===== src/rtl/core/efp_pkg.sv =====
// shared types and constants of the expert frequency top-k predictor
package efp_pkg;

	localparam int DEF_NUM_EXPERTS = 512;
	localparam int DEF_TOP_K       = 10;
	localparam int DEF_MAX_IDS     = 16;
	localparam int Q_DEPTH         = 4;

	localparam int ACT_W     = 2;
	localparam int IN_ID_W   = 16;
	localparam int CMD_ID_W  = 12;
	localparam int CNT_W     = 32;
	localparam int HIST_W    = 8;
	localparam int PRED_ID_W = 9;
	localparam int RANK_W    = 4;

	localparam logic [HIST_W-1:0] MIN_HISTORY_RST = 8'd3;
	localparam logic [HIST_W-1:0] SEEN_MAX        = 8'hFF;

	typedef enum logic [ACT_W-1:0] {
		ACT_BEGIN   = 2'd0,
		ACT_ID      = 2'd1,
		ACT_PREDICT = 2'd2
	} action_t;

	typedef enum logic [1:0] {
		OP_INC    = 2'd0,
		OP_NOHIST = 2'd1,
		OP_PREDICT = 2'd2
	} op_t;

	typedef struct packed {
		op_t                 op;
		logic [CMD_ID_W-1:0] id;
	} cmd_t;

	typedef struct packed {
		logic [PRED_ID_W-1:0] predicted_id;
		logic [RANK_W-1:0]    rank;
		logic                 prediction_valid;
		logic                 last;
	} res_t;

	typedef struct packed {
		logic clearing;
	} back_status_t;

endpackage


===== src/rtl/core/efp_front.sv =====
// front part: takes input beats, tracks selections and classifies work for the back
module efp_front #(
	parameter int NUM_EXPERTS = efp_pkg::DEF_NUM_EXPERTS,
	parameter int MAX_IDS     = efp_pkg::DEF_MAX_IDS
) (
	input  logic                           clk,
	input  logic                           arst_n,
	input  logic                           push,
	output logic                           full,
	input  logic [efp_pkg::ACT_W-1:0]      action,
	input  logic [efp_pkg::IN_ID_W-1:0]    expert_id,
	input  logic                           cfg_we,
	input  logic [efp_pkg::HIST_W-1:0]     cfg_wdata,
	input  efp_pkg::back_status_t          back_status,
	input  logic                           cmd_full,
	output logic                           cmd_push,
	output efp_pkg::cmd_t                  cmd_data
);
	import efp_pkg::*;

	localparam int IDC_W = $clog2(MAX_IDS + 1);

	logic [HIST_W-1:0] min_history_q;
	logic [HIST_W-1:0] seen_q;
	logic [IDC_W-1:0]  ids_q;
	logic              accept;
	logic              id_room;
	logic              id_in_range;

	assign full        = cmd_full || back_status.clearing;
	assign accept      = push && !full;
	assign id_room     = (ids_q < IDC_W'(MAX_IDS));
	assign id_in_range = ({1'b0, expert_id} < (IN_ID_W + 1)'(NUM_EXPERTS));

	always_comb begin
		cmd_push    = 1'b0;
		cmd_data.op = OP_INC;
		cmd_data.id = expert_id[CMD_ID_W-1:0];
		case (action_t'(action))
			ACT_ID: begin
				cmd_push = accept && id_room && id_in_range;
			end
			ACT_PREDICT: begin
				cmd_push    = accept;
				cmd_data.op = (seen_q < min_history_q) ? OP_NOHIST : OP_PREDICT;
			end
			default: begin
				cmd_push = 1'b0;
			end
		endcase
	end

	always_ff @(posedge clk or negedge arst_n) begin
		if (!arst_n) begin
			min_history_q <= MIN_HISTORY_RST;
			seen_q        <= '0;
			ids_q         <= '0;
		end else begin
			if (cfg_we) begin
				min_history_q <= cfg_wdata;
			end
			if (accept) begin
				case (action_t'(action))
					ACT_BEGIN: begin
						if (seen_q != SEEN_MAX) begin
							seen_q <= seen_q + 1'b1;
						end
						ids_q <= '0;
					end
					ACT_ID: begin
						if (id_room) begin
							ids_q <= ids_q + 1'b1;
						end
					end
					default: begin
						ids_q <= ids_q;
					end
				endcase
			end
		end
	end

endmodule


===== config.mk =====
export PLATFORM = sky130hd
export DESIGN_NAME = efp_front
export DESIGN_NICKNAME = d
export VERILOG_FILES = /design/src/rtl/core/efp_pkg.sv /design/src/rtl/core/efp_front.sv
export SDC_FILE = /design/constraint.sdc
export NUM_CORES = 1
export LEC_CHECK = 0
export ABC_AREA = 1
export BUFFER_PORTS_ARGS = -buffer_cell sky130_fd_sc_hd__buf_2
export CORE_MARGIN = 2
export CORE_UTILIZATION = 35
export CTS_CLUSTER_DIAMETER = 200
export DETAILED_ROUTE_END_ITERATION = 8
export HOLD_SLACK_MARGIN = 0.08
export PLACE_DENSITY = 0.64
export SETUP_SLACK_MARGIN = 0.3
export SYNTH_ARGS = -nofsm -noshare
export SYNTH_HDL_FRONTEND = slang
export SYNTH_SLANG_ARGS = --single-unit

===== constraint.sdc =====
create_clock -name clk -period 2 [get_ports clk]
set_input_delay 0.2 -clock clk [delete_from_list [all_inputs] [get_ports clk]]
set_output_delay 0.2 -clock clk [all_outputs]
set_load 0.02 [all_outputs]

==> flow_summary.json, run 1 <==
{
  "via_per_inst": 4.42,
  "pin_count": 48,
  "synth_fp_nets": 224,
  "cp_data_arrival_time_ns": 1.61,
  "final_cell_mix": "nand2_1 (47), buf_2 (27), inv_1 (23)",
  "cts_root_buf": "clkbuf_8",
  "placementRows": 23,
  "cp_slowest_stage_delay_ns": 0.54,
  "outcome": "completed",
  "synth_seq_cells": 21,
  "relSlewSlack": 0.670,
  "clock-sinks": 21,
  "final_common_cell": "nand2_1",
  "gp_congestion": 0.768,
  "gr-total-overflow": 0,
  "drv_cap": 0,
  "irDropWorstVdd_mv": 0.513,
  "insertedDiodeCount": 0,
  "numCtsBuffers": 3,
  "end_kind": "primary output",
  "synth_cell_types": 25,
  "drc": 0,
  "crit_slowest_cell": "dfstp_2",
  "power.switching_mw": 0.406,
  "fmax_ghz": 0.552,
  "holdWs_ns": 0.132,
  "path_cells": "inv_2 > ha_4 > nand2_2 > nand2_2 > nand2_2 > nand2_2 > nand2_2 > a21oi_2 > buf_4",
  "cts_tree": "done",
  "wl_per_cell_um": 9.93,
  "port_buffers": 29,
  "swShare": 0.343,
  "area_growth_pct": 15.4,
  "hpwlAfterDp_um": 1910,
  "power.density_nw_per_um2": 729,
  "drt-initial-drc-count": 36,
  "ys_seq_area_frac": 0.376,
  "antenna_found_initial": 0,
  "fp.dieArea_um2": 4540,
  "wl_um": 2500,
  "tns_ns": 0,
  "p_int_mw": 0.777,
  "drv_slew": 0,
  "dr.pass1.iters": 2,
  "path_class": "flop to primary output",
  "path_common_cell": "nand2_2",
  "vias": 1115,
  "hp-class": "input pin to flop",
  "clockPowerShare": 0.249,
  "report.final.hold_viol_count": 0,
  "yosysWarnings": 0,
  "grt_setup_unrepaired": "true",
  "fin_nets": 247,
  "combPwrFrac": 0.280,
  "grt_pass1_wl_um": 4310,
  "drive_gt1_frac": 0.277,
  "tightest_slew_ns": 0.496,
  "r2r_slack_ns": 0.59,
  "avgSynthCellArea_um2": 7.81,
  "min_period_over_period": 0.906,
  "syn_inst": 180,
  "fillCellCount": 407,
  "path_max_fanout": 2,
  "grt_start_max_net_pins": 22,
  "clk_pin_slew_worst_paths_ns": 0.09,
  "ant_nets": 0,
  "finalSetupViolations": 0,
  "initial_core_util": 0.356,
  "crit_required_ns": 1.80,
  "h-tree-depth": 1,
  "coreArea_um2": 3940,
  "p_seq_frac": 0.471,
  "clock_skew_ns": 0.00770,
  "p_leak_nw": 0.847,
  "die_x_um": 67.4,
  "cts_max_path_buffers": 2,
  "syn_area_um2": 1410,
  "grt_pass1_vias": 1007,
  "die_h_um": 67.4,
  "gr-usage-all-layers": 0.124,
  "cp-start-kind": "flop",
  "clock_latency_ns": 0.27,
  "fin_crit_ns": 1.81
}
-- cell type report --
class	instances	area, um^2	area share
inverter	25	98.8	0.0610
timing repair buffer	31	168	0.103
clock buffer	3	41.3	0.0255
clock inverter	1	5.00	0.00309
tap	50	62.6	0.0386
multi-input combinational	121	718	0.443
sequential	21	528	0.326
-- cell families (layout without fill, tap and decap cells) --
kind of cell,count (synthesis),count (layout),synth area share
AO/OA/AOI/OAI,20,20,0.0739
AND/OR/NAND/NOR,83,83,0.267
multiplexers,1,1,0.00801
XOR/XNOR,5,5,0.0312
flip-flops,21,21,0.376
buffers and inverters,38,60,0.137
adder cells (fa/ha/maj),12,12,0.107
-- layer usage --
layer,GRT usage,vias to the layer above,wire length (um)
met1,0.149,498,1160
met4,0.0332,0,0
met2,0.212,19,1230
met5,0,-,0
met3,0.0417,0,119
li1,-,598,-
-- worst paths after layout --
check / from / end / depth (start not counted)
worst min register to register: ids_q[0]$_DFFE_PN0P_ / ids_q[0]$_DFFE_PN0P_ / 1
worst max-delay path: min_history_q[1]$_DFFE_PN1P_ / cmd_data[13] / 9
worst max register to register: seen_q[1]$_DFFE_PN0P_ / seen_q[5]$_DFFE_PN0P_ / 9
max in group asynchronous: arst_n / min_history_q[1]$_DFFE_PN1P_ / 2
worst min-delay path: cfg_wdata[3] / min_history_q[3]$_DFFE_PN0P_ / 3
min in group asynchronous: arst_n / min_history_q[2]$_DFFE_PN0P_ / 2
-- cells in the mapped netlist, drive strengths merged --
| library cell | n | area (um^2) |
|---|---|---|
| nand4 | 1 | 6.26 |
| buf | 12 | 90.1 |
| a21oi | 5 | 25.0 |
| xor2 | 4 | 35.0 |
| o21a | 1 | 7.51 |
| ha | 12 | 150 |
| nand2 | 57 | 226 |
| or2 | 1 | 6.26 |
| mux2 | 1 | 11.3 |
| dfstp | 2 | 52.6 |
| o21ai | 13 | 65.1 |
| clkbuf | 1 | 3.75 |
| inv | 25 | 98.9 |
| nor2 | 11 | 56.3 |
| nand3 | 9 | 57.6 |
| dfrtp | 19 | 475 |
| nor3 | 3 | 15.0 |
| nand3b | 1 | 7.51 |
| xnor2 | 1 | 8.76 |
| a31oi | 1 | 6.26 |
-- power by group through the flow --
| stage | Clock (mW) | Sequential, mW | Combinational, mW |
|---|---|---|---|
| global route | 0.334 | 0.571 | 0.392 |
| detailed placement | 0 | 0.561 | 0.296 |
| CTS | 0.313 | 0.558 | 0.307 |
| finish | 0.295 | 0.557 | 0.331 |
| global placement | 0 | 0.558 | 0.292 |
| floorplan | 0 | 0.544 | 0.254 |
-- state kept, by name, summed over array words and instances, names as in the netlist --
signal         flops
min_history_q      8
seen_q             8
ids_q              5
-- stage by stage --
step	cell area (um^2)	util	power [mW]	cells	setup slack, ns
6_report	1620	0.411	1.18	252	0.189
5_1_grt	1620	0.411	1.30	252	0.0601
4_1_cts	1590	0.403	1.18	251	0.134
3_5_place_dp	1520	0.385	0.857	246	0.389
3_3_place_gp	1520	0.385	0.850	246	0.419
2_1_floorplan	1410	-	0.798	180	0.425
-- worst max-delay path: cells and delay by family (launching register included) --
family	cells	cell delay (ns)
AO/OA/AOI/OAI	1	0.11
adder cells (fa/ha/maj)	1	0.25
buffers and inverters	2	0.18
flip-flops	1	0.54
AND/OR/NAND/NOR	5	0.27
-- what timing repair did --
action,CTS,global route
endpoints found under the setup margin,2,3
pin swaps,5,5
setup buffers,0,1
hold buffers,1,0
gates resized for setup,3,8
gates cloned,0,0
hold endpoints to repair,19,0
(Power assumes the default switching activity.)
==> inputs of run 2 (changes only) <==
--- a/config.mk
+++ b/config.mk
@@ -9,6 +9,7 @@
 export BUFFER_PORTS_ARGS = -buffer_cell sky130_fd_sc_hd__buf_2
 export CORE_MARGIN = 2
 export CORE_UTILIZATION = 35
+export CTS_BUF_LIST = sky130_fd_sc_hd__clkbuf_16
 export CTS_CLUSTER_DIAMETER = 200
 export DETAILED_ROUTE_END_ITERATION = 8
 export HOLD_SLACK_MARGIN = 0.08
==> run 2 against run 1 <==
Net effect: design area grew 2.1%; hold slack better by 0.015 ns; clock skew fell by 0.0018 ns; critical endpoint unchanged; largest cell class unchanged.
==> flow_summary.json, run 2 (same netlist as run 1, synthesis figures left out) <==
{
  "cts_tree": "done",
  "path_max_fanout": 2,
  "fin_nets": 247,
  "drv_slew": 0,
  "cp_data_arrival_time_ns": 1.59,
  "gr-usage-all-layers": 0.125,
  "power.density_nw_per_um2": 803,
  "grt_busiest_layer": "met2",
  "via_per_inst": 4.43,
  "reg_top3": "min_history_q (8), seen_q (8), ids_q (5)",
  "outcome": "completed",
  "cp-start-kind": "flop",
  "antenna_found_initial": 0,
  "cts_root_buf": "clkbuf_16",
  "clock_skew_ns": 0.00589,
  "cts_max_path_buffers": 2,
  "area_growth_pct": 17.8,
  "finalSetupViolations": 0,
  "final_cell_mix": "nand2_1 (47), buf_2 (27), inv_1 (23)",
  "die_x_um": 67.4,
  "drv_cap": 0,
  "tns_ns": 0,
  "min_period_over_period": 0.897,
  "pin_count": 48,
  "path_class": "flop to primary output",
  "drt-initial-drc-count": 32,
  "port_buffers": 29,
  "fin_crit_ns": 1.79,
  "dr.pass1.iters": 4,
  "grt_pass1_wl_um": 4360,
  "fillCellCount": 399,
  "final_common_cell": "nand2_1",
  "irDropWorstVdd_mv": 0.651,
  "grt_pass1_vias": 1016,
  "wl_um": 2540,
  "use_met3": 0.0417,
  "r2r_slack_ns": 0.59,
  "coreArea_um2": 3940,
  "fmax_ghz": 0.557,
  "end_kind": "primary output",
  "grt_setup_unrepaired": "true",
  "wl_per_cell_um": 10.1,
  "use_met2": 0.213,
  "use_met1": 0.151,
  "initial_core_util": 0.356,
  "multi_input_area_um2": 718,
  "gp_congestion": 0.768,
  "clock-sinks": 21,
  "gr-total-overflow": 0,
  "clk_pin_slew_worst_paths_ns": 0.06,
  "h-tree-depth": 1,
  "crit_required_ns": 1.80,
  "numCtsBuffers": 3,
  "ant_nets": 0,
  "vias": 1117,
  "report.final.hold_viol_count": 0,
  "regArea_um2": 528,
  "power_mw": 1.33,
  "tightest_slew_ns": 0.501,
  "grt_start_max_net_pins": 22,
  "relSlewSlack": 0.666,
  "place_area_um2": 1520,
  "hpwlAfterDp_um": 1910,
  "die_h_um": 67.4,
  "placementRows": 23,
  "p_leak_nw": 0.862,
  "drc": 0,
  "post-route-cell-area_um2": 1660,
  "clock_latency_ns": 0.26,
  "fp.dieArea_um2": 4540,
  "drive_gt1_frac": 0.277,
  "hp-class": "input pin to flop",
  "insertedDiodeCount": 0
}
## run 2: cell count changes in the layout (fill, tap and decap cells not counted)
cell | before | now
clkbuf_8 | 3 | 0
clkbuf_16 | 0 | 3
## run 2: final cells by class
type | instances | area share
Tap cell | 50 | 0.0378
Clock inverter | 1 | 0.00302
Multi-Input combinational cell | 121 | 0.434
Sequential cell | 21 | 0.319
Inverter | 25 | 0.0597
Timing Repair Buffer | 31 | 0.101
Clock buffer | 3 | 0.0454
## run 2: report_power, final
part / internal, mW / total [mW] / switching [mW]
Clock: 0.269 / 0.440 / 0.170
Combinational: 0.148 / 0.331 / 0.183
Sequential: 0.490 / 0.559 / 0.0685
## run 2: final timing paths
check	end	startpoint	depth (start not counted)
worst max-delay path	cmd_data[13]	min_history_q[1]$_DFFE_PN1P_	9
worst min-delay path	min_history_q[3]$_DFFE_PN0P_	cfg_wdata[3]	3
worst max register to register	seen_q[5]$_DFFE_PN0P_	seen_q[1]$_DFFE_PN0P_	9
worst min register to register	ids_q[0]$_DFFE_PN0P_	ids_q[0]$_DFFE_PN0P_	1
max in group asynchronous	min_history_q[1]$_DFFE_PN1P_	arst_n	2
min in group asynchronous	min_history_q[2]$_DFFE_PN0P_	arst_n	2
## run 2: what timing repair did
action,4_1_cts,5_1_grt
gates resized for setup,3,8
endpoints found under the setup margin,2,3
cloned,0,0
hold buffers,1,0
setup buffers,0,1
pin swaps,5,5
endpoints found under the hold margin,19,0
## run 2: per-layer routing
layer | part of all wire | vias to the layer above
li1 | - | 600
met1 | 0.46 | 496
met2 | 0.49 | 19
met3 | 0.048 | 2
met4 | 0.0051 | 0
met5 | 0 | -
## run 2: worst max-delay path, stage by stage (launching register included)
cell and delay (ns):
dfstp_2 0.53, inv_2 0.04, ha_4 0.25, nand2_2 0.04, nand2_2 0.06, nand2_2 0.05
nand2_2 0.06, nand2_2 0.06, a21oi_2 0.11, buf_4 0.14
## run 2: stage by stage
stage	setup slack, ns	instances	utilization	hold WS (ns)
final	0.206	252	0.420	0.148
after CTS	0.157	251	0.412	0.146
after global routing	0.0884	252	0.420	0.158
after floorplan	0.425	180	-	-0.0956
after global placement	0.419	246	0.385	0.196
after detailed placement	0.389	246	0.385	0.206
==> inputs of run 3 (changes only) <==
--- a/config.mk
+++ b/config.mk
@@ -6,14 +6,15 @@
 export NUM_CORES = 1
 export LEC_CHECK = 0
 export ABC_AREA = 1
-export BUFFER_PORTS_ARGS = -buffer_cell sky130_fd_sc_hd__buf_2
 export CORE_MARGIN = 2
 export CORE_UTILIZATION = 35
 export CTS_BUF_LIST = sky130_fd_sc_hd__clkbuf_16
 export CTS_CLUSTER_DIAMETER = 200
+export CTS_CLUSTER_SIZE = 28
 export DETAILED_ROUTE_END_ITERATION = 8
+export DONT_BUFFER_PORTS = 1
 export HOLD_SLACK_MARGIN = 0.08
-export PLACE_DENSITY = 0.64
+export PLACE_DENSITY = 0.54
 export SETUP_SLACK_MARGIN = 0.3
 export SYNTH_ARGS = -nofsm -noshare
 export SYNTH_HDL_FRONTEND = slang
==> run 3 against run 2 <==
Net effect: clock-buffer cell count is the same; sequential share of layout area up 1.4 points; clock skew decreased by 0.0018 ns; global-route usage increased by 0.075 points; flip-flop and latch count unchanged; routed wire length is 5.0% higher; power decreased by 3.6%; final cell count decreased by 7.9%; critical path type unchanged.
==> flow_summary.json, run 3 (same netlist as run 1, synthesis figures left out) <==
{
  "outcome": "completed",
  "h-tree-depth": 1,
  "area_growth_pct": 12.9,
  "r2r-start": "min_history_q[1]$_DFFE_PN1P_",
  "grt_start_max_net_pins": 22,
  "clock-sinks": 21,
  "clk_pin_slew_worst_paths_ns": 0.06,
  "power.density_nw_per_um2": 807,
  "irDropWorstVdd_mv": 0.458,
  "clock_skew_ns": 0.00409,
  "cts_tree": "done",
  "pin_count": 48,
  "power_mw": 1.28,
  "placementRows": 23,
  "end_kind": "primary output",
  "cts_root_buf": "clkbuf_16",
  "wl_um": 2660,
  "finalSetupViolations": 0,
  "p_leak_nw": 0.785,
  "fin_nets": 227,
  "initial_core_util": 0.356,
  "drv_slew": 0,
  "gr-usage-all-layers": 0.126,
  "drv_cap": 0,
  "r2r_cells": 4,
  "numCtsBuffers": 3,
  "cp-start-kind": "flop",
  "grt_pass1_wl_um": 4310,
  "path_class": "flop to primary output",
  "crit_required_ns": 1.80,
  "vias": 1095,
  "cts_max_path_buffers": 2,
  "die_x_um": 67.4,
  "holdPathStages": 2,
  "hp-class": "input pin to flop",
  "gp_congestion": 0.822,
  "coreArea_um2": 3940,
  "dr.pass1.iters": 4,
  "tightest_slew_ns": 0.988,
  "grt_pass1_vias": 1013,
  "final_common_cell": "nand2_1",
  "final_cells": 232,
  "wl_per_cell_um": 11.5,
  "hpwlAfterDp_um": 2020,
  "fp.dieArea_um2": 4540,
  "die_h_um": 67.4,
  "report.final.hold_viol_count": 0,
  "port_buffers": 0,
  "fmax_ghz": 0.553,
  "r2r_end": "min_history_q[1]$_DFFE_PN1P_",
  "tns_ns": 0,
  "antenna_found_initial": 0,
  "drive_gt1_frac": 0.137,
  "cp_data_arrival_time_ns": 1.61,
  "ant_nets": 0,
  "drc": 0,
  "hold_path_end": "min_history_q[7]$_DFFE_PN0P_",
  "clock_latency_ns": 0.25,
  "relSlewSlack": 0.339,
  "placed_cells": 218,
  "path_max_fanout": 2,
  "r2r_slack_ns": 0.54,
  "fin_crit_ns": 1.81,
  "reg_top3": "min_history_q (8), seen_q (8), ids_q (5)",
  "grt_setup_unrepaired": "true",
  "hp-start": "cfg_we",
  "fillCellCount": 400,
  "final_cell_mix": "nand2_1 (51), inv_1 (23), dfrtp_1 (19)",
  "via_per_inst": 4.72,
  "holdWs_ns": 0.0877,
  "insertedDiodeCount": 0,
  "min_period_over_period": 0.904,
  "gr-total-overflow": 0,
  "drt-initial-drc-count": 28
}
run 3: worst max-delay path: stages (launching register included):
cell	delay [ns]
dfstp_2	0.52
inv_2	0.04
ha_4	0.25
nand2_2	0.04
nand2_1	0.05
nand2_1	0.05
nand2_1	0.05
nand2_1	0.07
a21oi_2	0.14
buf_6	0.13
run 3: what timing repair did:
item / in CTS / in global routing
buffers inserted: 1 / 1
setup endpoints to repair: 2 / 3
resized for setup: 5 / 2
pin swaps: 4 / 4
hold endpoints to repair: 28 / 0
hold buffers: 8 / 0
run 3: power breakdown:
part,switching (mW),internal [mW],total [mW]
combinational,0.168,0.136,0.304
clock,0.152,0.268,0.420
sequential,0.0671,0.490,0.557
total,0.387,0.894,1.28
run 3: worst max-delay path by stage:
| stage | start | endpoint | cells after the start |
|---|---|---|---|
| after floorplan | min_history_q[1]$_DFFE_PN1P_ | cmd_data[12] | 9 |
| after detailed placement | min_history_q[1]$_DFFE_PN1P_ | cmd_data[12] | 9 |
| after global placement | min_history_q[1]$_DFFE_PN1P_ | cmd_data[12] | 9 |
| final | min_history_q[1]$_DFFE_PN1P_ | cmd_data[13] | 9 |
| after CTS | min_history_q[1]$_DFFE_PN1P_ | cmd_data[13] | 9 |
| after global routing | min_history_q[7]$_DFFE_PN0P_ | cmd_data[12] | 8 |
run 3: area by class of cell:
type	instances	area, um^2	share of cell area
clock buffer	3	75.1	0.0473
clock inverter	1	5.00	0.00315
inverter	25	98.8	0.0623
multi-input combinational	121	711	0.448
sequential	21	528	0.333
tap	50	62.6	0.0394
timing repair buffer	11	106	0.0670
run 3: stage by stage:
stage / util / setup slack, ns / instance area (um^2)
after global placement: 0.350 / 0.350 / 1380
after global routing: 0.402 / 0.106 / 1590
after CTS: 0.399 / 0.169 / 1570
final: 0.402 / 0.193 / 1590
after detailed placement: 0.350 / 0.337 / 1380
after floorplan: - / 0.425 / 1410
run 3: routing by layer:
metal,up-vias,wire [um],global-route usage,share of wire
met4,0,14,0.0281,0.0053
li1,559,-,-,-
met1,497,1150,0.138,0.43
met3,6,154,0.0383,0.058
met2,33,1350,0.236,0.51
met5,-,0,0,0
