===== src/rtl/core/efp_fifo.sv =====
// small register queue used between front and back and on the result side
module efp_fifo #(
	parameter int WIDTH = 8,
	parameter int DEPTH = 4
) (
	input  logic             clk,
	input  logic             arst_n,
	input  logic             push,
	input  logic [WIDTH-1:0] din,
	output logic             full,
	input  logic             pop,
	output logic [WIDTH-1:0] dout,
	output logic             empty
);
	localparam int PTR_W = (DEPTH > 1) ? $clog2(DEPTH) : 1;
	localparam int CNT_W = $clog2(DEPTH + 1);

	logic [WIDTH-1:0] mem_q [DEPTH];
	logic [PTR_W-1:0] wr_ptr_q;
	logic [PTR_W-1:0] rd_ptr_q;
	logic [CNT_W-1:0] cnt_q;
	logic             do_push;
	logic             do_pop;

	assign full    = (cnt_q == CNT_W'(DEPTH));
	assign empty   = (cnt_q == '0);
	assign do_push = push && !full;
	assign do_pop  = pop && !empty;
	assign dout    = mem_q[rd_ptr_q];

	always_ff @(posedge clk) begin
		if (do_push) begin
			mem_q[wr_ptr_q] <= din;
		end
	end

	always_ff @(posedge clk or negedge arst_n) begin
		if (!arst_n) begin
			wr_ptr_q <= '0;
			rd_ptr_q <= '0;
			cnt_q    <= '0;
		end else begin
			if (do_push) begin
				wr_ptr_q <= (wr_ptr_q == PTR_W'(DEPTH - 1)) ? '0 : wr_ptr_q + 1'b1;
			end
			if (do_pop) begin
				rd_ptr_q <= (rd_ptr_q == PTR_W'(DEPTH - 1)) ? '0 : rd_ptr_q + 1'b1;
			end
			if (do_push && !do_pop) begin
				cnt_q <= cnt_q + 1'b1;
			end else if (do_pop && !do_push) begin
				cnt_q <= cnt_q - 1'b1;
			end
		end
	end

endmodule


===== config.mk =====
export PLATFORM = sky130hd
export DESIGN_NAME = efp_fifo
export DESIGN_NICKNAME = d
export VERILOG_FILES = /design/src/rtl/core/efp_fifo.sv
export SDC_FILE = /design/constraint.sdc
export NUM_CORES = 1
export LEC_CHECK = 0
export ABC_AREA = 0
export BUFFER_PORTS_ARGS = -buffer_cell sky130_fd_sc_hd__buf_2
export CAP_MARGIN = 20
export CORE_MARGIN = 3
export CORE_UTILIZATION = 47
export DETAILED_ROUTE_END_ITERATION = 7
export GPL_TIMING_DRIVEN = 0
export PLACE_DENSITY = 0.67
export SLEW_MARGIN = 15
export SYNTH_ARGS = -nofsm -noshare
export SYNTH_HDL_FRONTEND = slang
export SYNTH_SLANG_ARGS = --single-unit

===== constraint.sdc =====
create_clock -name clk -period 2.42 [get_ports clk]
set_input_delay 0.484 -clock clk [delete_from_list [all_inputs] [get_ports clk]]
set_output_delay 0.484 -clock clk [all_outputs]
set_load 0.01 [all_outputs]

==> flow_metrics.py, run 1 <==
metrics = {
    "outcome": {
        "run_status": "finished, final reports clean",
    },
    "timing": {
        "timing_hold_violations_final": 0,
        "min_period_over_period_pct": 90.67,
        "totalNegativeSetupSlack_ns": 0,
        "maxSlewHeadroom_pct": 63.91,
        "holdWs_ns": 0.3611,
        "rsz0062_at_grt": "no",
        "final-max-slew-violation-count": 0,
        "worst_slew_pin_slew_ns": 0.5414,
        "finalCriticalPeriod_ns": 2.194,
        "finalSetupViolCount": 0,
        "max_freq_mhz": 455.8,
        "fin_skew_ns": 0.01079,
    },
    "route": {
        "detailedRoute.firstPassIterationCount": 4,
        "routed_via_density": 5.026,
        "routedWlPerCell_um": 15.38,
        "drt-initial-drc-count": 29,
        "antenna_left": 0,
        "routed_wirelength_um": 2353,
        "remaining_drc_errors": 0,
        "vias": 769,
    },
    "power_and_ir_drop": {
        "combPwrFrac_pct": 37.4,
        "p_int_mw": 1.426,
        "irDropWorstVdd_uv": 541.1,
        "p_seq_share_pct": 48.0,
        "switching_share_pct": 31.45,
        "power.switching_uw": 654.1,
        "power_density_nw_per_um2": 1128,
        "clock_network_fraction_of_design_power_pct": 14.6,
        "power_leakage_nw": 0.7039,
    },
    "yosys": {
        "syn_nets": 98,
        "synth_compound_gate_area_share_pct": 0,
        "synth_async_sr_flop_share_pct": 17.95,
        "combinational_family_with_the_most_area_after_synthesis": "multiplexers",
        "synth-seq-area-share_pct": 70.12,
        "synth_edf_count": 32,
        "synth.top_cells.by_count": "edfxtp_1 (32), mux4_2 (8), dfrtp_1 (7)",
        "syn-mean-instance-area_um2": 20.51,
        "xor_xnor_share_of_the_synthesized_area_pct": 1.622,
        "post_synth_inst_count": 79,
        "synth.area.mux_share_pct": 15.06,
        "synthSimpleGateAreaFrac_pct": 5.405,
        "synth-main-ff-cell": "edfxtp_1",
        "synth-adder-area-share_pct": 5.869,
        "proportion_of_netlist_area_held_by_the_largest_area_contributor_pct": 59.31,
        "synth.top_cells.by_area": "edfxtp_1 (59%), mux4_2 (11%), dfrtp_1 (11%)",
        "yosys.cell_count.top_type": "edfxtp_1",
        "synth-seq-cells": 39,
        "synth_largest_area_cell": "edfxtp_1",
        "synthesis.area_um2": 1620,
        "yosys.cell_types.count": 19,
        "synth.yosys.warnings": 0,
    },
    "finish": {
        "fin_nets": 127,
        "syn2layout_area_growth_pct": 13.75,
        "layout-drive-gt1-share_pct": 46.79,
        "n_antenna_cell": 0,
    },
    "worst_setup_path": {
        "path_class": "reg2out",
        "crit_slowest_cell": "mux4_2",
        "critPathArrivalTime_ns": 1.71,
        "crit_required_ns": 1.94,
        "ordered_list_of_cells_on_the_worst_path": "buf_2 -> mux4_2 -> buf_2",
        "crit_path_end_kind": "primary output",
        "timing.critical_path.slowest_cell_delay_ns": 0.55,
        "crit_top_cell": "buf_2",
        "worst-path-max-fanout": 10,
        "worst_setup_path_start_kind": "flip-flop",
    },
    "clock_tree": {
        "clock_latency_ns": 0.33,
        "cts.sinks": 39,
        "clock_tree.htree_level_count": 2,
        "tritoncts_buffer_count": 5,
        "clock_tree.buffer_depth": 2,
        "post-cts-setup-buffer-count": 0,
        "clkTransAtPathRegs_ns": 0.11,
        "cts_tree": "done",
        "cts.root.buffer_cell": "clkbuf_4",
    },
    "global_route": {
        "maximum_number_of_pins_on_one_net_before_global_route_repair": 13,
        "grt_usage_pct": 13.56,
        "grt_antenna_before_repair": 0,
        "via_count_of_the_first_global_routing_pass": 829,
        "grt_first_pass_wirelength_um": 4071,
        "gr-total-overflow": 0,
    },
    "floorplan": {
        "core_area_um2": 3178,
        "die_y_um": 64.72,
        "floorplan.die_area_um2": 4188,
        "core.rowCount": 20,
        "initial_core_utilization_pct": 50.98,
        "die_wd_um": 64.72,
        "num_io_pins": 22,
    },
    "hold_path": {
        "hold_path_class": "in2reg",
    },
    "place": {
        "quantity_of_i_o_buffers_inserted_on_ports": 21,
        "globalplace.congestion": 0.7790,
        "place_hpwl_um": 1651,
    },
    "flow_run": {
        "drv_cap": 0,
    },
}
## state kept, by name (all words and copies together) (netlist names)
name      flops
mem_q        32
wr_ptr_q      2
rd_ptr_q      2
cnt_q         3
## worst max-delay path: cells and delay by family (launching register included)
kind / cells / cell delay, ns
multiplexers: 1 / 0.55
buffers and inverters: 2 / 0.46
flip-flops: 1 / 0.36
## logic make-up after synthesis
logic type,Yosys count
AND/OR/NAND/NOR,11
multiplexers,13
flip-flops,39
adder cells (fa/ha/maj),7
buffers and inverters,6
XOR/XNOR,3
## cell usage in the layout, fill, tap and decap left out, drive strengths merged
master | Yosys | layout
edfxtp | 32 | 32
buf | 3 | 24
mux4 | 8 | 8
dfrtp | 7 | 7
ha | 6 | 6
clkbuf | 0 | 5
mux2 | 5 | 5
and2 | 4 | 4
inv | 3 | 3
nor2 | 3 | 3
clkinv | 0 | 3
xor2 | 2 | 2
nor3b | 1 | 1
nor2b | 1 | 1
nor3 | 1 | 1
nand2b | 1 | 1
xnor2 | 1 | 1
fa | 1 | 1
dlygate4sd3 | 0 | 1
## power groups by stage
stage                     Clock (mW)  Combinational, mW  Sequential [mW]
after floorplan                    0              0.580            0.993
after global placement             0              0.766             1.00
after detailed placement           0              0.799             1.02
after CTS                      0.319              0.805             1.00
after global routing           0.347              0.865             1.02
final                          0.304              0.777            0.999
## metrics by stage
stage	worst slack [ns]	cell area [um^2]	util (%)	std cells	power (mW)
floorplan	0.3564	1620	-	79	1.573
global placement	0.4871	1780	56.02	144	1.770
detailed placement	0.4458	1780	56.02	144	1.816
CTS	0.1798	1843	57.99	153	2.125
global route	0.1135	1843	57.99	153	2.233
finish	0.2259	1843	57.99	153	2.080
## metal layers
metal  vias to the layer above  part of all wire, %  global-route usage, %
met5                         -                    0                      0
met2                        19                   52                  21.07
met1                       391                   42                  16.92
met4                         0                 0.68                  4.749
li1                        357                    -                      -
met3                         2                  5.1                  5.893
## worst paths after layout
| kind | start | to | slack [ns] | depth (start not counted) |
|---|---|---|---|---|
| max | rd_ptr_q[0] | dout[7] | 0.23 | 3 |
| min | din[6] | mem_q[0][6] | 0.36 | 1 |
| max reg2reg | cnt_q[1] | cnt_q[2] | 0.41 | 8 |
| min reg2reg | cnt_q[2] | cnt_q[2] | 0.52 | 1 |
| max in group asynchronous | arst_n | cnt_q[2] | 1.75 | 2 |
| min in group asynchronous | arst_n | cnt_q[0] | 0.52 | 2 |
## timing repair
action / in CTS / in global routing
hold buffers: 1 / 0
resized for setup: 0 / 0
endpoints found under the hold margin: 7 / 0
## final cells by class
cell class                 instances  area [um^2]
clock buffer                       5        37.54
sequential                        39         1136
fill                             254         1335
tap                               44        55.05
multi-input combinational         34        452.9
timing repair buffer              22        115.1
inverter                           3        11.26
clock inverter                     3        15.01
buffer                             3        20.02
(Power assumes the default switching activity.)
==> inputs of run 2 (changes only) <==
==> constraint.sdc (replaced) <==
create_clock -name clk -period 2.2 [get_ports clk]
set_input_delay 0.44 -clock clk [delete_from_list [all_inputs] [get_ports clk]]
set_output_delay 0.44 -clock clk [all_outputs]
set_load 0.01 [all_outputs]
==> run 2 against run 1 <==
Clock skew about the same. Via count decreased by 0.39%. Design area increased by 0.48%. Sequential cell count unchanged. Critical path depth unchanged. First-iteration DRC count increased by 6.9%. Power increased by 11%. Sequential power increased by 11%. Worst setup slack got worse by 0.10 ns. Die area unchanged. Wire length increased by 1.7%. Highest routed layer unchanged.
==> flow_metrics.py, run 2 (synthesis results as in run 1) <==
metrics = {
    "outcome": {
        "run_status": "finished, final reports clean",
    },
    "clock_tree": {
        "post-cts-setup-buffer-count": 0,
        "clock_latency_ns": 0.33,
        "cts.root.buffer_cell": "clkbuf_4",
        "clock_tree.buffer_depth": 2,
        "clock_tree.htree_level_count": 2,
        "clkTransAtPathRegs_ns": 0.11,
        "tritoncts_buffer_count": 5,
        "cts.sinks": 39,
        "cts_tree": "done",
    },
    "floorplan": {
        "core_area_um2": 3178,
        "initial_core_utilization_pct": 50.98,
        "die_y_um": 64.72,
        "die_wd_um": 64.72,
        "floorplan.die_area_um2": 4188,
        "num_io_pins": 22,
        "core.rowCount": 20,
    },
    "worst_setup_path": {
        "worst-r2r-setup-slack_ns": 0.21,
        "path_class": "reg2out",
        "critical_path.reg2reg.endpoint": "cnt_q[2]",
        "cp-startpoint": "rd_ptr_q[0]",
        "worstRegToRegCells": 8,
        "critPathArrivalTime_ns": 1.64,
        "crit_required_ns": 1.76,
        "worstReg2RegStart": "cnt_q[1]",
        "worst-path-max-fanout": 10,
        "crit_path_end_kind": "primary output",
        "critical_path.endpoint": "dout[7]",
        "worst_setup_path_start_kind": "flip-flop",
    },
    "finish": {
        "largest_reg_flops": 32,
        "layout.cell_area.non_filler_um2": 1852,
        "register_area_um2": 1136,
        "multiInputGateArea_um2": 457.9,
        "post_layout_nonfiller_instances": 153,
        "finish.utilization_pct": 58.27,
        "layout-drive-gt1-share_pct": 48.62,
        "n_fill_cell": 258,
        "n_antenna_cell": 0,
        "fin_nets": 127,
        "syn2layout_area_growth_pct": 14.29,
        "largest_register": "mem_q",
        "layout_commonest_cell": "edfxtp_1",
        "most-common-layout-cells": "edfxtp_1 (32), buf_2 (21), mux4_2 (8)",
        "largest_registers": "mem_q (32), cnt_q (3)",
    },
    "place": {
        "dp.cells": 144,
        "place_area_um2": 1780,
        "quantity_of_i_o_buffers_inserted_on_ports": 21,
        "globalplace.congestion": 0.7790,
        "place_worst_setup_slack_ns": 0.2258,
        "place_hpwl_um": 1651,
    },
    "timing": {
        "fin_skew_ns": 0.01105,
        "worst_slack_ns": 0.1220,
        "finalSetupViolCount": 0,
        "worst_slew_pin_slew_ns": 0.2673,
        "final-max-slew-violation-count": 0,
        "rsz0062_at_grt": "no",
        "totalNegativeSetupSlack_ns": 0,
        "finalCriticalPeriod_ns": 2.078,
        "min_period_over_period_pct": 94.46,
        "maxSlewHeadroom_pct": 82.18,
        "holdWs_ns": 0.3179,
        "timing_hold_violations_final": 0,
        "max_freq_mhz": 481.2,
    },
    "global_route": {
        "maximum_number_of_pins_on_one_net_before_global_route_repair": 13,
        "grt_usage_pct": 13.56,
        "via_count_of_the_first_global_routing_pass": 829,
        "grt_first_pass_wirelength_um": 4071,
        "grt_antenna_before_repair": 0,
        "gr-total-overflow": 0,
    },
    "power_and_ir_drop": {
        "power_density_nw_per_um2": 1245,
        "p_int_mw": 1.576,
        "switching_share_pct": 31.61,
        "combPwrFrac_pct": 37.5,
        "clock_network_fraction_of_design_power_pct": 14.5,
        "irDropWorstVdd_uv": 594.7,
        "power.switching_uw": 728.6,
        "power_leakage_nw": 0.7084,
        "power_mw": 2.305,
        "p_seq_share_pct": 48.1,
    },
    "hold_path": {
        "hold_path_class": "in2reg",
    },
    "route": {
        "remaining_drc_errors": 0,
        "detailedRoute.firstPassIterationCount": 4,
        "vias": 766,
        "routed_wirelength_um": 2393,
        "antenna_left": 0,
        "routed_via_density": 5.007,
        "routedWlPerCell_um": 15.64,
        "drt-initial-drc-count": 31,
    },
    "flow_run": {
        "drv_cap": 0,
    },
}
run 2: cell count changes in the layout (fill, tap and decap cells not counted), sizes merged:
cell    delta
buf        -2
clkbuf     +2
run 2: layer usage:
metal / GRT usage [%] / part of all wire, % / up-vias / routed length, um
met5: 0 / 0 / - / 0
met4: 4.749 / 0.63 / 0 / 15
met3: 5.893 / 5.3 / 2 / 126
met2: 21.07 / 53 / 18 / 1274
met1: 16.92 / 41 / 388 / 976
li1: - / - / 358 / -
run 2: power by group through the flow:
stage	registers (mW)	clock network [mW]	logic (mW)
4_1_cts	1.10	0.351	0.886
5_1_grt	1.13	0.382	0.960
3_5_place_dp	1.12	0	0.878
3_3_place_gp	1.10	0	0.843
6_report	1.11	0.333	0.864
2_1_floorplan	1.09	0	0.638
run 2: critical path, cell delays in order, from the launching register on:
cell	delay, ns
dfrtp_1	0.36
clkbuf_4	0.26
mux4_2	0.53
buf_2	0.15
run 2: final cells by class:
cell class | count | area share, %
Clock inverter | 3 | 0.8108
Multi-Input combinational cell | 34 | 24.73
Inverter | 3 | 0.6081
Timing Repair Buffer | 22 | 6.216
Buffer | 3 | 1.284
Sequential cell | 39 | 61.35
Tap cell | 44 | 2.973
Clock buffer | 5 | 2.027
run 2: timing repair:
action                     in CTS  in global routing
resized for setup               0                  3
setup endpoints to repair       0                  9
hold buffers                    1                  0
hold endpoints to repair        7                  0
run 2: worst min path at each step:
stage / start / endpoint / slack (ns) / cells after the start
finish: din[0] / mem_q[0][0] / 0.32 / 1
global route: din[3] / mem_q[2][3] / 0.29 / 1
CTS: din[6] / mem_q[0][6] / 0.30 / 1
detailed placement: arst_n / cnt_q[0] / 0.29 / 1
global placement: arst_n / cnt_q[0] / 0.28 / 1
floorplan: arst_n / cnt_q[0] / 0.14 / 0
==> inputs of run 3 (changes only) <==
--- a/config.mk
+++ b/config.mk
@@ -8,11 +8,13 @@
 export ABC_AREA = 0
 export BUFFER_PORTS_ARGS = -buffer_cell sky130_fd_sc_hd__buf_2
 export CAP_MARGIN = 20
+export CELL_PAD_IN_SITES_DETAIL_PLACEMENT = 0
+export CELL_PAD_IN_SITES_GLOBAL_PLACEMENT = 1
 export CORE_MARGIN = 3
 export CORE_UTILIZATION = 47
 export DETAILED_ROUTE_END_ITERATION = 7
 export GPL_TIMING_DRIVEN = 0
-export PLACE_DENSITY = 0.67
+export PLACE_DENSITY_LB_ADDON = 0.1
 export SLEW_MARGIN = 15
 export SYNTH_ARGS = -nofsm -noshare
 export SYNTH_HDL_FRONTEND = slang
==> constraint.sdc (replaced) <==
create_clock -name clk -period 2.4 [get_ports clk]
set_input_delay 0.48 -clock clk [delete_from_list [all_inputs] [get_ports clk]]
set_output_delay 0.48 -clock clk [all_outputs]
set_load 0.01 [all_outputs]
==> run 3 against run 2 <==
Combinational power is 11% lower. Die area is the same. First-iteration DRC count is 35% lower. Largest cell class unchanged. Highest routed layer unchanged.
==> flow_metrics.py, run 3 (synthesis results as in run 1) <==
metrics = {
    "finish": {
        "fin_nets": 127,
        "most-common-layout-cells": "edfxtp_1 (32), buf_2 (22), mux4_2 (8)",
        "syn2layout_area_growth_pct": 13.51,
        "n_fill_cell": 272,
        "largest_register": "mem_q",
        "finish.utilization_pct": 57.87,
        "layout-drive-gt1-share_pct": 44.04,
        "post_layout_nonfiller_instances": 153,
        "largest_registers": "mem_q (32), cnt_q (3)",
        "largest_reg_flops": 32,
        "layout.cell_area.non_filler_um2": 1839,
        "n_antenna_cell": 0,
        "layout_commonest_cell": "edfxtp_1",
    },
    "global_route": {
        "maximum_number_of_pins_on_one_net_before_global_route_repair": 12,
        "gr-total-overflow": 0,
        "met3_usage_pct": 5.719,
        "grt_usage_pct": 12.45,
        "met1_track_utilization_from_global_routing_pct": 14.64,
        "met2_demand_to_capacity_share_in_global_routing_pct": 19.92,
        "grt.busiest_layer": "met2",
        "via_count_of_the_first_global_routing_pass": 770,
        "grt_antenna_before_repair": 0,
        "grt_first_pass_wirelength_um": 3670,
    },
    "route": {
        "routed_via_density": 4.993,
        "antenna_left": 0,
        "remaining_drc_errors": 0,
        "drt-initial-drc-count": 20,
        "routed_wirelength_um": 2274,
        "vias": 764,
        "routedWlPerCell_um": 14.86,
        "detailedRoute.firstPassIterationCount": 4,
    },
    "clock_tree": {
        "cts.root.buffer_cell": "clkbuf_4",
        "cts.sinks": 39,
        "post-cts-setup-buffer-count": 0,
        "clock_tree.htree_level_count": 2,
        "cts_tree": "done",
        "clock_tree.buffer_depth": 2,
        "cts_hold_repair.buffers": 1,
        "cts.repair.resized": 0,
        "clkTransAtPathRegs_ns": 0.11,
        "clock_latency_ns": 0.33,
        "tritoncts_buffer_count": 5,
    },
    "timing": {
        "fin_skew_ns": 0.005131,
        "finalCriticalPeriod_ns": 2.186,
        "max_freq_mhz": 457.5,
        "rsz0062_at_grt": "no",
        "min_period_over_period_pct": 91.07,
        "worst_slew_pin_slew_ns": 0.5248,
        "timing_hold_violations_final": 0,
        "finalSetupViolCount": 0,
        "final-max-slew-violation-count": 0,
        "maxSlewHeadroom_pct": 65.02,
        "totalNegativeSetupSlack_ns": 0,
    },
    "worst_setup_path": {
        "critPathArrivalTime_ns": 1.71,
        "crit_path_end_kind": "primary output",
        "worstRegToRegCells": 8,
        "crit_required_ns": 1.92,
        "path_class": "reg2out",
        "worst-path-max-fanout": 10,
        "worst_setup_path_start_kind": "flip-flop",
    },
    "place": {
        "globalplace.congestion": 0.6356,
        "dp.cells": 144,
        "place_area_um2": 1780,
        "place_hpwl_um": 1584,
        "quantity_of_i_o_buffers_inserted_on_ports": 21,
    },
    "hold_path": {
        "whs_path_depth": 1,
        "hold_path_class": "in2reg",
    },
    "outcome": {
        "run_status": "finished, final reports clean",
    },
    "flow_run": {
        "drv_cap": 0,
    },
    "power_and_ir_drop": {
        "power_mw": 2.081,
        "power_leakage_nw": 0.6965,
        "irDropWorstVdd_uv": 517.4,
        "power_density_nw_per_um2": 1132,
    },
    "floorplan": {
        "core_area_um2": 3178,
        "floorplan.die_area_um2": 4188,
        "initial_core_utilization_pct": 50.98,
        "die_y_um": 64.72,
        "core.rowCount": 20,
        "die_wd_um": 64.72,
        "num_io_pins": 22,
    },
}
==> run 3: cell count changes in the layout (fill, tap and decap cells not counted) <==
cell / delta
clkinv_2: -3
buf_1: +1
clkbuf_2: -1
buf_2: +1
clkinv_1: +2
nor3_2: -1
nor3_1: +1
clkbuf_1: +1
clkbuf_4: -1
==> run 3: power breakdown <==
part	leakage [nW]	internal (mW)	switching (mW)	total (mW)
sequential	0.375	0.916	0.0912	1.01
combinational	0.294	0.410	0.363	0.773
clock	0.0273	0.109	0.193	0.301
==> run 3: path summary, 6_finish.rpt <==
kind / from / to / slack [ns]
hold reg to reg: cnt_q[2] / cnt_q[2] / 0.51
max in group asynchronous: arst_n / rd_ptr_q[0] / 1.74
setup / recovery: rd_ptr_q[0] / dout[1] / 0.21
setup reg to reg: cnt_q[1] / cnt_q[2] / 0.40
min in group asynchronous: arst_n / cnt_q[0] / 0.50
hold / removal: din[7] / mem_q[3][7] / 0.36
==> run 3: worst max-delay path: stages (launching register included) <==
cell	delay, ns
dfrtp_1	0.36
buf_2	0.31
mux4_2	0.55
buf_2	0.15
==> run 3: layer usage <==
layer / wire (um) / share of wire, %
met1: 965 / 42
met2: 1134 / 50
met3: 138 / 6.1
met4: 36 / 1.6
met5: 0 / 0
==> run 3: per-stage QoR <==
| step | worst slack (ns) | hold WS (ns) |
|---|---|---|
| 6_report | 0.2143 | 0.3562 |
| 5_1_grt | 0.08588 | 0.3254 |
| 4_1_cts | 0.1704 | 0.3453 |
| 3_5_place_dp | 0.4029 | 0.3263 |
| 3_3_place_gp | 0.4180 | 0.3210 |
| 2_1_floorplan | 0.3364 | 0.1844 |
==> run 3: area by class of cell <==
cell class / instances / area (um^2) / share of cell area [%]
clock inverters: 2 / 7.507 / 0.4082
well taps: 44 / 55.05 / 2.993
flip-flops and latches: 39 / 1136 / 61.77
repair buffers: 22 / 115.1 / 6.258
multi-input cells: 34 / 452.9 / 24.63
plain buffers: 3 / 20.02 / 1.088
clock buffers: 6 / 41.29 / 2.245
inverters: 3 / 11.26 / 0.6122
